`config.mk`:
```
export PLATFORM = sky130hd
export DESIGN_NAME = dpfc_ram
export DESIGN_NICKNAME = d
export VERILOG_FILES = /design/src/design/dpfc_ram.sv
export SDC_FILE = /design/constraint.sdc
export NUM_CORES = 2
export LEC_CHECK = 0
export ABC_CLOCK_PERIOD_IN_PS = 4600
export BUFFER_PORTS_ARGS = -buffer_cell sky130_fd_sc_hd__buf_2
export CAP_MARGIN = 20
export CORE_UTILIZATION = 50
export CTS_CLUSTER_SIZE = 24
export DETAILED_ROUTE_END_ITERATION = 8
export GPL_TIMING_DRIVEN = 0
export MAX_ROUTING_LAYER = met4
export PLACE_DENSITY = 0.65
export REMOVE_ABC_BUFFERS = 1
export SYNTH_ARGS = -nofsm -noshare
export SYNTH_HDL_FRONTEND = slang
export SYNTH_SLANG_ARGS = --single-unit
```
`constraint.sdc`:
```
create_clock -name clk -period 4.6 [get_ports clk]
set_clock_uncertainty 0.1 [all_clocks]
set_input_delay 0.69 -clock clk [delete_from_list [all_inputs] [get_ports clk]]
set_output_delay 0.69 -clock clk [all_outputs]
set_load 0.02 [all_outputs]
```
`src/design/dpfc_ram.sv`:
```
`timescale 1ns / 1ps
module dpfc_ram #(
  parameter int WIDTH = 8,
  parameter int DEPTH = 256
) (
  input  logic                     clk,
  input  logic                     we,
  input  logic [$clog2(DEPTH)-1:0] waddr,
  input  logic [WIDTH-1:0]         wdata,
  input  logic [$clog2(DEPTH)-1:0] raddr,
  output logic [WIDTH-1:0]         rdata
);

  logic [WIDTH-1:0] mem [DEPTH];

  always_ff @(posedge clk) begin
    if (we) begin
      mem[waddr] <= wdata;
    end
    rdata <= mem[raddr];
  end

endmodule

```
==> out/metrics.yaml <==
route:
  routedLengthMet1_um: 75300
  count_of_vias_placed_by_the_detailed_router: 38000
  detailroute.wirelength.met3_um: 14700
  route.detailed.drc: 0
  drt_pre_antenna_iters: 9
  wirelength_um: 186000
  drt_iter0_drc: 4367
  post_drt_wl_per_cell_um: 30.9
  met2WireLength_um: 90900
  route.detailed.vias_per_inst: 6.31
  detail-route-antenna-nets: 0
  top_signal_layer_used: "met4"
pwr:
  power.total_uw: 38100
  leakagePower_uw: 0.0271
  peakVddDrop_uv: 325
  power_density_nw_per_um2: 430
global_routing:
  grt_max_degree: 161
  total_grt_overflow: 0
  grt_antenna_before_repair: 10
  wire_length_of_the_first_global_routing_pass_um: 270000
  global_route.usage.total: 0.240
  vias_in_the_first_global_route: 38100
layout:
  p_r_area_growth_vs_syn_pct: 11.4
  fillerInstances: 11500
  final_net_count: 3821
  instances_no_fill: 6027
  fin_area_um2: 88600
  post_route_cells_drive_above_1_share: 0.213
worst_setup_path:
  critPathMostFrequentCell: "sky130_fd_sc_hd__buf_16"
  cp.required_ns: 5.20
  r2r_cells: 7
  slowest_stage: "sky130_fd_sc_hd__a221oi_1"
  worst-setup-path-type: "input pin to flip-flop"
  worstSetupStartpointType: "input pin"
  cp_slowest_stage_delay_ns: 0.65
  worst-endpoint-arrival_ns: 5.06
  worstPathCellList: "buf_8 > buf_16 > buf_16 > buf_16 > mux4_2 > a22o_1 > a221oi_1 > o32ai_1 > nor3_1 > nor4_1 > buf_2"
  cp_max_fo: 60
  crit_path_end_kind: "flip-flop"
cts:
  numCtsBuffers: 199
  cts_post_setup_buffers_inserted: 0
  ctsHtreeMaxLevel: 4
  cts_hold_buf: 0
  clk_pin_slew_worst_paths_ns: 0.06
  max-clock-path-buffers: 3
  cts-root-buf: "sky130_fd_sc_hd__clkbuf_16"
  tritoncts_num_sinks: 2056
  tritoncts: "done"
  clk_latency_ns: 0.85
yosys:
  async_reset_ff_frac: 0
  synth.ff_latch_count: 2056
  post_synth.cell_area_avg_um2: 21.3
  synth_top_cells_by_area: "sky130_fd_sc_hd__edfxtp_1 (77%), sky130_fd_sc_hd__mux4_2 (13%), sky130_fd_sc_hd__mux2i_1 (1.7%)"
  mappedNetlistArea_um2: 79600
  post_synthesis_cell_type_with_the_largest_combined_area: "sky130_fd_sc_hd__edfxtp_1"
  yosysUniqueCellTypes: 55
  leading_register_cell_type_out_of_synthesis: "sky130_fd_sc_hd__edfxtp_1"
  ys_seq_area_frac: 0.775
  synthesis.instances: 3733
  netlist.area_leader.share: 0.773
  synth_edf_count: 2048
  yosys_warnings: 0
sta:
  finalWorstSetupSlack_ns: 0.145
  rsz0062_at_grt: "false"
  clock.fmax_mhz: 224
  final_max_slew_viol_count: 0
  slew_headroom: 0.225
  fin_setup_tns_ns: 0
  post_layout_minimum_cycle_time_ns: 4.46
  setup_violators_final: 0
  tightest_slew_ns: 1.16
  final_hold_viol_count: 0
  timing.final.crit_share: 0.969
min_path:
  worst_hold_path.num_cells: 1
  min-delay-path-class: "input pin to flip-flop"
placement:
  numPortBuffers: 33
  worst_setup_slack_after_placement_ns: -0.996
  dpl_cell_area_um2: 82400
  place.gp.congestion: 0.823
  post-place-cells: 5665
  hpwlAfterDp_um: 111000
floorplanning:
  pin_count: 34
  floorplan.initialDensity: 0.503
  row_count: 146
  coreArea_um2: 158000
  design.die.area_um2: 161000
  die_height_um: 401
  die_x_um: 401
flow_run:
  drv_cap: 0
outcome:
  outcome: "finished, final reports clean"
-- metal layers --
metal  global-route usage  up-vias
met4               0.0698        0
met3               0.0390      292
met1                0.332    20300
met2                0.372     1554
met5                    -        -
li1                     -    15800
-- metrics by stage --
stage,hold slack [ns],utilization
CTS,0.0196,0.560
floorplan,0.663,-
finish,0.0562,0.560
global route,0.0453,0.560
detailed placement,0.920,0.521
global placement,0.928,0.511
-- layout make-up --
class / count / area (um2) / area share
multi-input combinational: 1442 / 16600 / 0.187
clock buffer: 266 / 5350 / 0.0603
clock inverter: 90 / 815 / 0.00919
timing repair buffer: 94 / 1630 / 0.0184
antenna: 5 / 12.5 / 0.000141
inverter: 2 / 8.76 / 0.0000988
tap: 2072 / 2590 / 0.0293
sequential: 2056 / 61700 / 0.696
-- cell families (layout without fill, tap and decap cells) --
logic type | after synthesis | in the layout | share of synthesized area
muxes | 591 | 591 | 0.146
and+or+nand+nor | 466 | 466 | 0.0263
AOI/OAI and AO/OA | 385 | 385 | 0.0342
DFF | 2056 | 2056 | 0.775
other | 0 | 5 | 0
buffers and inverters | 235 | 452 | 0.0183
-- Yosys cell counts (all sizes together), types with 2 or more instances --
master / n
o22ai: 28
nor4: 27
o21ai: 12
edfxtp: 2048
a21oi: 96
o32ai: 5
nor2b: 31
mux4: 456
nand4: 10
dfxtp: 8
mux2i: 134
a221oi: 14
a31oi: 2
and2: 6
nor3: 22
o211ai: 10
o22a: 5
buf: 122
a2111oi: 5
o221ai: 47
nand2b: 8
a311oi: 2
a211oi: 16
a22o: 8
nand3: 34
nand2: 33
nand3b: 2
or2: 4
clkbuf: 111
and3b: 2
a22oi: 133
nor2: 282
-- placed cells by master (no fill, tap or decap), types with 10 or more instances in the layout --
master,count
sky130_fd_sc_hd__edfxtp_1,2048
sky130_fd_sc_hd__mux4_2,454
sky130_fd_sc_hd__nor2_1,279
sky130_fd_sc_hd__clkbuf_16,204
sky130_fd_sc_hd__mux2i_1,134
sky130_fd_sc_hd__a22oi_1,133
sky130_fd_sc_hd__a21oi_1,96
sky130_fd_sc_hd__clkbuf_1,61
sky130_fd_sc_hd__o221ai_1,46
sky130_fd_sc_hd__clkinv_1,37
sky130_fd_sc_hd__buf_16,36
sky130_fd_sc_hd__nand2_1,33
sky130_fd_sc_hd__clkinv_2,28
sky130_fd_sc_hd__o22ai_1,28
sky130_fd_sc_hd__nor2b_1,28
sky130_fd_sc_hd__buf_2,27
sky130_fd_sc_hd__nand3_1,25
sky130_fd_sc_hd__nor4_1,24
sky130_fd_sc_hd__nor3_1,22
sky130_fd_sc_hd__buf_8,20
sky130_fd_sc_hd__a211oi_1,14
sky130_fd_sc_hd__a221oi_1,12
sky130_fd_sc_hd__nand4_1,10
sky130_fd_sc_hd__o211ai_1,10
sky130_fd_sc_hd__o21ai_0,10
sky130_fd_sc_hd__bufinv_16,10
-- critical path: cells and delay by family --
kind	cells	cell delay, ns
mux	1	0.55
buf+inv	5	1.78
simple gates	2	0.62
compound gates	3	1.16
-- power by group --
part	internal [uW]	leakage (uW)	total, uW	switching (uW)
registers	20700	0.0185	20700	28.0
logic	646	0.00564	1860	1220
clock network	8720	0.00299	15600	6860
total	30000	0.0271	38100	8110
-- flip-flops by register name (all words and copies together), names as in the netlist --
signal	cells
mem	2048
rdata	8
-- path summary, 6_finish.rpt --
check             startpoint    endpoint  slack [ns]
setup / recovery    raddr[0]    rdata[3]        0.14
hold / removal      wdata[0]  mem[82][0]        0.06
setup reg to reg  mem[83][3]    rdata[3]        1.43
hold reg to reg   mem[44][6]    rdata[6]        0.97
-- what timing repair did --
action                     4_1_cts  5_1_grt
setup endpoints to repair        2        2
gates cloned                     1        0
gates resized for setup          1        2
Power figures use the tool's default switching activity.
