File: config.mk
export PLATFORM = sky130hd
export DESIGN_NAME = dpfc_div
export DESIGN_NICKNAME = d
export VERILOG_FILES = /design/src/design/dpfc_pkg.sv /design/src/design/dpfc_div.sv
export SDC_FILE = /design/constraint.sdc
export NUM_CORES = 1
export LEC_CHECK = 0
export BUFFER_PORTS_ARGS = -buffer_cell sky130_fd_sc_hd__buf_2
export CORE_MARGIN = 5
export CORE_UTILIZATION = 53
export CTS_CLUSTER_DIAMETER = 60
export DETAILED_ROUTE_END_ITERATION = 8
export PLACE_DENSITY = 0.77
export REMOVE_ABC_BUFFERS = 1
export SKIP_LAST_GASP = 1
export SYNTH_ARGS = -nofsm -noshare
export SYNTH_HDL_FRONTEND = slang
export SYNTH_SLANG_ARGS = --single-unit
File: constraint.sdc
create_clock -name clk -period 13.3 [get_ports clk]
set_input_delay 2.66 -clock clk [delete_from_list [all_inputs] [get_ports clk]]
set_output_delay 2.66 -clock clk [all_outputs]
set_load 0.02 [all_outputs]
File: src/design/dpfc_pkg.sv
`timescale 1ns / 1ps
package dpfc_pkg;

  // Sizing
  localparam int SIEVE_LIMIT = 16384;
  localparam int PRIME_SLOTS = 2048;
  localparam int VALUE_W     = 28;
  localparam int COUNT_W     = 4;
  localparam int MAP_AW      = $clog2(SIEVE_LIMIT);
  localparam int PRIME_W     = MAP_AW;
  localparam int SQ_W        = 2 * PRIME_W;
  localparam int CMP_W       = (SQ_W > VALUE_W) ? SQ_W : VALUE_W;
  localparam int SLOT_AW     = $clog2(PRIME_SLOTS);
  localparam int TOTAL_W     = $clog2(PRIME_SLOTS + 1);
  localparam int CNT_W       = MAP_AW + 1;

  // Divider: radix-2 steps folded per cycle
  localparam int DIV_STEP    = 4;
  localparam int DIV_ITERS   = (VALUE_W + DIV_STEP - 1) / DIV_STEP;
  localparam int DIV_CW      = (DIV_ITERS > 1) ? $clog2(DIV_ITERS) : 1;

  localparam logic [COUNT_W-1:0] COUNT_MAX = '1;

  // Prime table write from the sieve
  typedef struct packed {
    logic               en;
    logic [SLOT_AW-1:0] addr;
    logic [PRIME_W-1:0] data;
  } tbl_wr_t;

  // Sieve status
  typedef struct packed {
    logic               done;
    logic [TOTAL_W-1:0] total;
  } sieve_stat_t;

  // Divider request / response
  typedef struct packed {
    logic               start;
    logic [VALUE_W-1:0] dividend;
    logic [PRIME_W-1:0] divisor;
  } div_req_t;

  typedef struct packed {
    logic               done;
    logic [VALUE_W-1:0] quot;
    logic               rem_zero;
  } div_rsp_t;

endpackage

File: src/design/dpfc_div.sv
`timescale 1ns / 1ps
module dpfc_div (
  input  logic               clk,
  input  logic               rst_n,
  input  dpfc_pkg::div_req_t req,
  output dpfc_pkg::div_rsp_t rsp
);

  localparam int VW = dpfc_pkg::VALUE_W;
  localparam int DW = dpfc_pkg::PRIME_W;

  logic                      busy_r;
  logic                      done_r;
  logic [dpfc_pkg::DIV_CW-1:0] cnt_r;
  logic [DW:0]               rem_r;
  logic [VW-1:0]             quo_r;
  logic [DW-1:0]             dvs_r;
  logic [DW:0]               rem_nxt;
  logic [VW-1:0]             quo_nxt;

  // Several restoring steps per cycle
  always_comb begin
    rem_nxt = rem_r;
    quo_nxt = quo_r;
    for (int s = 0; s < dpfc_pkg::DIV_STEP; s++) begin
      rem_nxt = {rem_nxt[DW-1:0], quo_nxt[VW-1]};
      quo_nxt = {quo_nxt[VW-2:0], 1'b0};
      if (rem_nxt >= {1'b0, dvs_r}) begin
        rem_nxt    = rem_nxt - {1'b0, dvs_r};
        quo_nxt[0] = 1'b1;
      end
    end
  end

  always_ff @(posedge clk) begin
    if (!rst_n) begin
      busy_r <= 1'b0;
      done_r <= 1'b0;
      cnt_r  <= '0;
    end else begin
      done_r <= 1'b0;
      if (req.start) begin
        busy_r <= 1'b1;
        cnt_r  <= '0;
        rem_r  <= '0;
        quo_r  <= req.dividend;
        dvs_r  <= req.divisor;
      end else if (busy_r) begin
        rem_r <= rem_nxt;
        quo_r <= quo_nxt;
        cnt_r <= cnt_r + 1'b1;
        if (cnt_r == dpfc_pkg::DIV_CW'(dpfc_pkg::DIV_ITERS - 1)) begin
          busy_r <= 1'b0;
          done_r <= 1'b1;
        end
      end
    end
  end

  assign rsp.done     = done_r;
  assign rsp.quot     = quo_r;
  assign rsp.rem_zero = (rem_r == '0);

endmodule

==> out/metrics.yaml, run 1 <==
sta:
  setup_violations: 0
  setup_tns_ps: 0
  max_slew_margin: 0.287
  drv_slew: 0
  min_period_over_period: 0.791
  worst_pin_slew_ps: 1070
  skew_ps: 11.1
  timing.final.ws_setup_ps: 2780
  rsz0062_at_grt: "false"
  fin_crit_ps: 10520
  hold_violations: 0
  fmax_ghz: 0.0950
synth:
  yosysSeqAreaShare: 0.308
  synth_area_um2: 5880
  ys_types: 64
  avgSynthCellArea_um2: 9.42
  yosys_warnings: 0
  synth_edf_count: 57
  syn_inst: 624
  synth_flop_cell: "edfxtp_1"
  async_flop_share: 0
  synth-seq-cells: 62
setup_path:
  max_stage_delay_ps: 580
  crit_top_cell: "ha_1"
  crit_path_start_kind: "flop"
  cp.required_ps: 13410
  crit_buf_inv: 3
  end_kind: "flop"
  critPathArrivalTime_ps: 10630
  crit_fanout: 23
  cp_top_family: "compound AO/OA/AOI/OAI gates"
  worst-setup-path-type: "reg2reg"
  crit_path_top_delay_cell: "o211a_1"
placed_design:
  placed_cell_area_um2: 6320
  place.port_buffers: 74
  hpwl_mm: 12.2
  gp_congestion: 0.992
  dp_slack_ps: 3000
global_route:
  top_usage_layer: "met2"
  grt_pass1_wl_mm: 25.3
  met3_usage: 0.0358
  track_usage: 0.241
  overflow: 0
  grt_max_degree: 46
  grt_pass1_vias: 5009
  use_met1: 0.325
  antenna_found_initial: 0
  grt_use_met2: 0.401
drt:
  drc: 0
  antenna_left: 0
  vias_per_cell: 6.15
  wirelength_mm: 15.6
  dr.pass1.iters: 7
  num_vias: 5129
  post_drt_wl_per_cell_um: 18.7
  drt_iter0_markers: 481
hold_path:
  hp-class: "reg2reg"
clock_network:
  postCtsHoldBufs: 0
  cts.sinks: 62
  clkSlewWorstSetupHoldPaths_ps: 80
  clk_latency_ps: 350
  cts_tree: "yes"
  clk_path_buf_depth: 2
  clockRootBuffer: "clkbuf_8"
  post_cts_resized: 0
  htree_levels: 3
  cts_setup_buffers: 0
  cts_buffers: 9
floorplan:
  core_area_um2: 10800
  die_x_um: 115
  io_pins: 75
  dieArea_um2: 13300
  num_rows: 38
  die_h_um: 115
  start_util: 0.542
run:
  drv_cap: 0
cells_and_area:
  drive_above_1_share: 0.215
  nets: 796
  antennaDiodeCount: 0
  area_growth_pct: 10.8
  design_area_um2: 6510
run_status:
  status: "complete, no violations"
worst reg2reg max path: cells and delay by family, from the launching register on:
family	cells	cell delay (ps)
compound gates	21	5980
fa+ha+maj	4	1460
buf+inv	3	540
flops	1	570
mux	2	560
simple gates	7	1150
cell usage after synthesis, drive strengths merged, types with 14 or more instances:
library cell  instances  area share
mux2i                14       0.026
ha                   58        0.12
nor2                 53       0.034
mux2                 48       0.093
inv                  38       0.024
xnor2                24       0.036
nand2                40       0.026
o21ai                33       0.028
nand3                14       0.012
nor3                 14       0.012
a21oi                45       0.038
edfxtp               57        0.29
a21o                 20       0.026
cell usage in the layout, fill, tap and decap left out, types with 3 or more instances in the layout:
cell type	instances
buf_2	74
ha_1	58
edfxtp_1	57
nor2_1	53
mux2_2	47
a21oi_1	45
nand2_1	39
inv_1	38
o21ai_0	32
xnor2_1	24
a21o_1	20
nor3_1	14
nand3_1	14
a211oi_1	13
mux2i_1	13
nor2b_1	13
xor2_1	13
o21a_1	12
nand4_1	9
clkbuf_8	9
nand2b_1	8
nor4_1	7
dfxtp_1	5
o211ai_1	4
o31ai_2	4
fa_1	4
nor3b_1	3
o311ai_0	3
a31oi_1	3
a221o_1	3
a211o_1	3
registers in the layout, summed over array words and instances, names as in the netlist:
signal / cells
quo_r: 28
cnt_r: 3
done_r: 1
rem_r: 15
dvs_r: 14
busy_r: 1
cell type report:
| cell class | instances | area, um^2 |
|---|---|---|
| inverter | 38 | 143 |
| clock inverter | 6 | 61.3 |
| timing repair buffer | 76 | 385 |
| tap | 140 | 175 |
| clock buffer | 10 | 128 |
| fill | 930 | 4330 |
| multi-input combinational | 502 | 3810 |
| sequential | 62 | 1810 |
worst paths after layout:
check / depth (start not counted) / to / startpoint / slack (ps)
setup / recovery: 37 / rem_r[9]$_SDFFCE_PP0P_ / dvs_r[1]$_DFFE_PP_ / 2780
hold reg to reg: 2 / done_r$_SDFF_PP0_ / cnt_r[2]$_SDFFE_PP0P_ / 470
hold / removal: 2 / done_r$_SDFF_PP0_ / cnt_r[2]$_SDFFE_PP0P_ / 470
setup reg to reg: 37 / rem_r[9]$_SDFFCE_PP0P_ / dvs_r[1]$_DFFE_PP_ / 2780
metrics by stage:
step	hold WS [ps]	utilization	std cells
final	473	0.601	834
after detailed placement	465	0.583	818
after global routing	500	0.601	834
after global placement	466	0.583	818
after floorplan	447	-	602
after CTS	474	0.601	834
routing by layer:
metal	up-vias	wire (um)
met5	-	0
met4	0	318
met3	26	855
met2	192	7450
met1	2457	6970
li1	2454	-
cells by family (layout without fill, tap and decap cells):
| kind of cell | after synthesis | after routing | synth area share |
|---|---|---|---|
| buffers and inverters | 60 | 130 | 0.0439 |
| muxes | 62 | 62 | 0.119 |
| AOI/OAI and AO/OA | 164 | 164 | 0.189 |
| DFF | 62 | 62 | 0.308 |
| xor gates and xnor gates | 37 | 37 | 0.0551 |
| adders and majority gates | 62 | 62 | 0.137 |
| and+or+nand+nor | 177 | 177 | 0.148 |
Power of run 1 is left out: the tool's default activity adds up to more than one toggle a clock period on the data nets, which glitch-free logic cannot reach.
==> run 2, diff against run 1 <==
==> constraint.sdc (replaced) <==
create_clock -name clk -period 10.3 [get_ports clk]
set_input_delay 2.06 -clock clk [delete_from_list [all_inputs] [get_ports clk]]
set_output_delay 2.06 -clock clk [all_outputs]
set_load 0.02 [all_outputs]
==> run 2 against run 1 <==
Against the previous run:
- clock skew is essentially flat
- flip-flop and latch count is the same
- critical path depth grew 2
- die area is the same
- design area grew 2.7%
- final cell count grew 1.9%
- worst hold slack gained 20 ps
- core utilization grew 1.6 points
- maximum frequency grew 7.9%
- worst setup slack lost 2200 ps
- register-to-register slack lost 2200 ps
- sequential share of layout area shrank 0.73 points
==> out/metrics.yaml, run 2 (synthesized netlist as in run 1, its figures left out) <==
run_status:
  status: "complete, no violations"
floorplan:
  start_util: 0.542  # unchanged
  io_pins: 75  # unchanged
  die_h_um: 115  # unchanged
  core_area_um2: 10800  # unchanged
  num_rows: 38  # unchanged
  die_x_um: 115  # unchanged
  dieArea_um2: 13300  # unchanged
sta:
  setup_violations: 0  # unchanged
  worst_pin_slew_ps: 1070  # +2.44 ps
  max_slew_margin: 0.285  # -0.00163
  skew_ps: 11.6  # +0.479 ps
  hold_violations: 0  # unchanged
  fmax_ghz: 0.103  # +7.9%
  setup_tns_ps: 0  # unchanged
  drv_slew: 0  # unchanged
  fin_crit_ps: 9750  # -772 ps
  rsz0062_at_grt: "false"
  min_period_over_period: 0.947  # +0.155
global_route:
  track_usage: 0.250  # +0.00938
  antenna_found_initial: 0  # unchanged
  grt_pass1_vias: 5165  # +3.1%
  overflow: 0  # unchanged
  grt_pass1_wl_mm: 26.0  # +2.7%
  grt_max_degree: 46  # unchanged
clock_network:
  htree_levels: 3  # unchanged
  cts_buffers: 9  # unchanged
  clk_path_buf_depth: 2  # unchanged
  cts_tree: "yes"
  clockRootBuffer: "clkbuf_8"
  clkSlewWorstSetupHoldPaths_ps: 80  # about the same
  clk_latency_ps: 350  # about the same
  cts.sinks: 62  # unchanged
setup_path:
  end_kind: "flop"
  crit_path_top_delay_cell: "a31o_2"
  rrSetupSlack_ps: 550  # -2230 ps
  worst_r2r_endpoint: "rem_r[11]$_SDFFCE_PP0P_"
  worst-setup-path-type: "reg2reg"
  cp.required_ps: 10370  # -3040 ps
  cp_top_family: "compound AO/OA/AOI/OAI gates"
  crit_fanout: 23  # unchanged
  critPathArrivalTime_ps: 9820  # -810 ps
  crit_path_start_kind: "flop"
  max_stage_delay_ps: 450  # -130 ps
  crit_buf_inv: 5  # +2
  reg2regPathDepth: 39  # +5.4%
  r2r_start: "dvs_r[6]$_DFFE_PP_"
  crit_top_cell: "ha_1"
cells_and_area:
  largest_reg_flops: 28  # unchanged
  fillers: 899  # -3.3%
  most-common-layout-cells: "74 x buf_2, 58 x ha_1, 57 x edfxtp_1, 53 x nor2_1, 47 x mux2_2"
  max_flop_register: "quo_r"
  reg.largest.list: "quo_r x28, rem_r x15, dvs_r x14"
  nets: 811  # +1.9%
  mostFrequentLayoutCell: "buf_2"
  drive_above_1_share: 0.234  # +0.0194
  area_growth_pct: 13.8
hold_path:
  min_to: "done_r$_SDFF_PP0_"
  hold_depth: 2  # unchanged
  hp-start: "cnt_r[2]$_SDFFE_PP0P_"
  hp-class: "reg2reg"
drt:
  dr.pass1.iters: 5  # -2
  num_vias: 5195  # +1.3%
  post_drt_wl_per_cell_um: 19.1  # +2.4%
  antenna_left: 0  # unchanged
  vias_per_cell: 6.11  # -0.62%
  wirelength_mm: 16.3  # +4.3%
  drc: 0  # unchanged
  drt_iter0_markers: 427  # -11%
run:
  drv_cap: 0  # unchanged
placed_design:
  hpwl_mm: 12.9  # +6.2%
  gp_congestion: 0.975  # -1.7%
  place.port_buffers: 74  # unchanged
==> run 2: worst max-delay path by stage <==
stage,depth (start not counted),slack [ps],startpoint,endpoint
2_1_floorplan,35,1060,rem_r[11]$_SDFFCE_PP0P_,rem_r[10]$_SDFFCE_PP0P_
3_3_place_gp,38,600,dvs_r[6]$_DFFE_PP_,rem_r[3]$_SDFFCE_PP0P_
3_5_place_dp,37,370,dvs_r[6]$_DFFE_PP_,rem_r[3]$_SDFFCE_PP0P_
4_1_cts,37,340,dvs_r[6]$_DFFE_PP_,rem_r[3]$_SDFFCE_PP0P_
5_1_grt,39,4,dvs_r[6]$_DFFE_PP_,rem_r[3]$_SDFFCE_PP0P_
6_report,39,550,dvs_r[6]$_DFFE_PP_,rem_r[11]$_SDFFCE_PP0P_
==> run 2: routing by layer <==
layer,global-route usage,part of all wire,vias to the layer above
li1,-,-,2498
met4,0.0876,0.024,0
met2,0.403,0.46,179
met1,0.337,0.45,2483
met5,0,0,-
met3,0.0489,0.063,35
==> run 2: cell type report <==
class                   instances  area (um^2)  share of cell area
multi-input cells             502         3820               0.571
flip-flops and latches         62         1810               0.271
repair buffers                 91          498              0.0744
well taps                     140          175              0.0262
inverters                      38          143              0.0213
clock buffers                   9          124              0.0185
clock inverters                 7          119              0.0178
diodes                          1         2.50            0.000374
==> run 2: metrics by stage <==
stage	hold WS [ps]	cells	setup slack, ps	utilization	instance area [um^2]
after CTS	486	847	337	0.615	6660
after global placement	465	831	596	0.592	6420
final	494	850	551	0.617	6690
after floorplan	447	602	1060	-	5760
after global routing	517	849	3.56	0.617	6690
after detailed placement	467	831	370	0.592	6420
==> run 2: what timing repair did <==
item | 4_1_cts | 5_1_grt
gates resized for setup | 0 | 4
setup endpoints to repair | 0 | 16
setup buffers | 0 | 2
hold buffers | 0 | 0
endpoints found under the hold margin | 0 | 0
==> run 2: worst register-to-register path, delay by kind of cell (launching register included) <==
kind                     cells  cell delay, ps
buffers and inverters        5             730
multiplexers                 4            1240
AO/OA/AOI/OAI               16            4260
adder cells (fa/ha/maj)      4            1250
flip-flops                   1             370
AND/OR/NAND/NOR             10            1630
Power of run 2 is left out for the same reason.
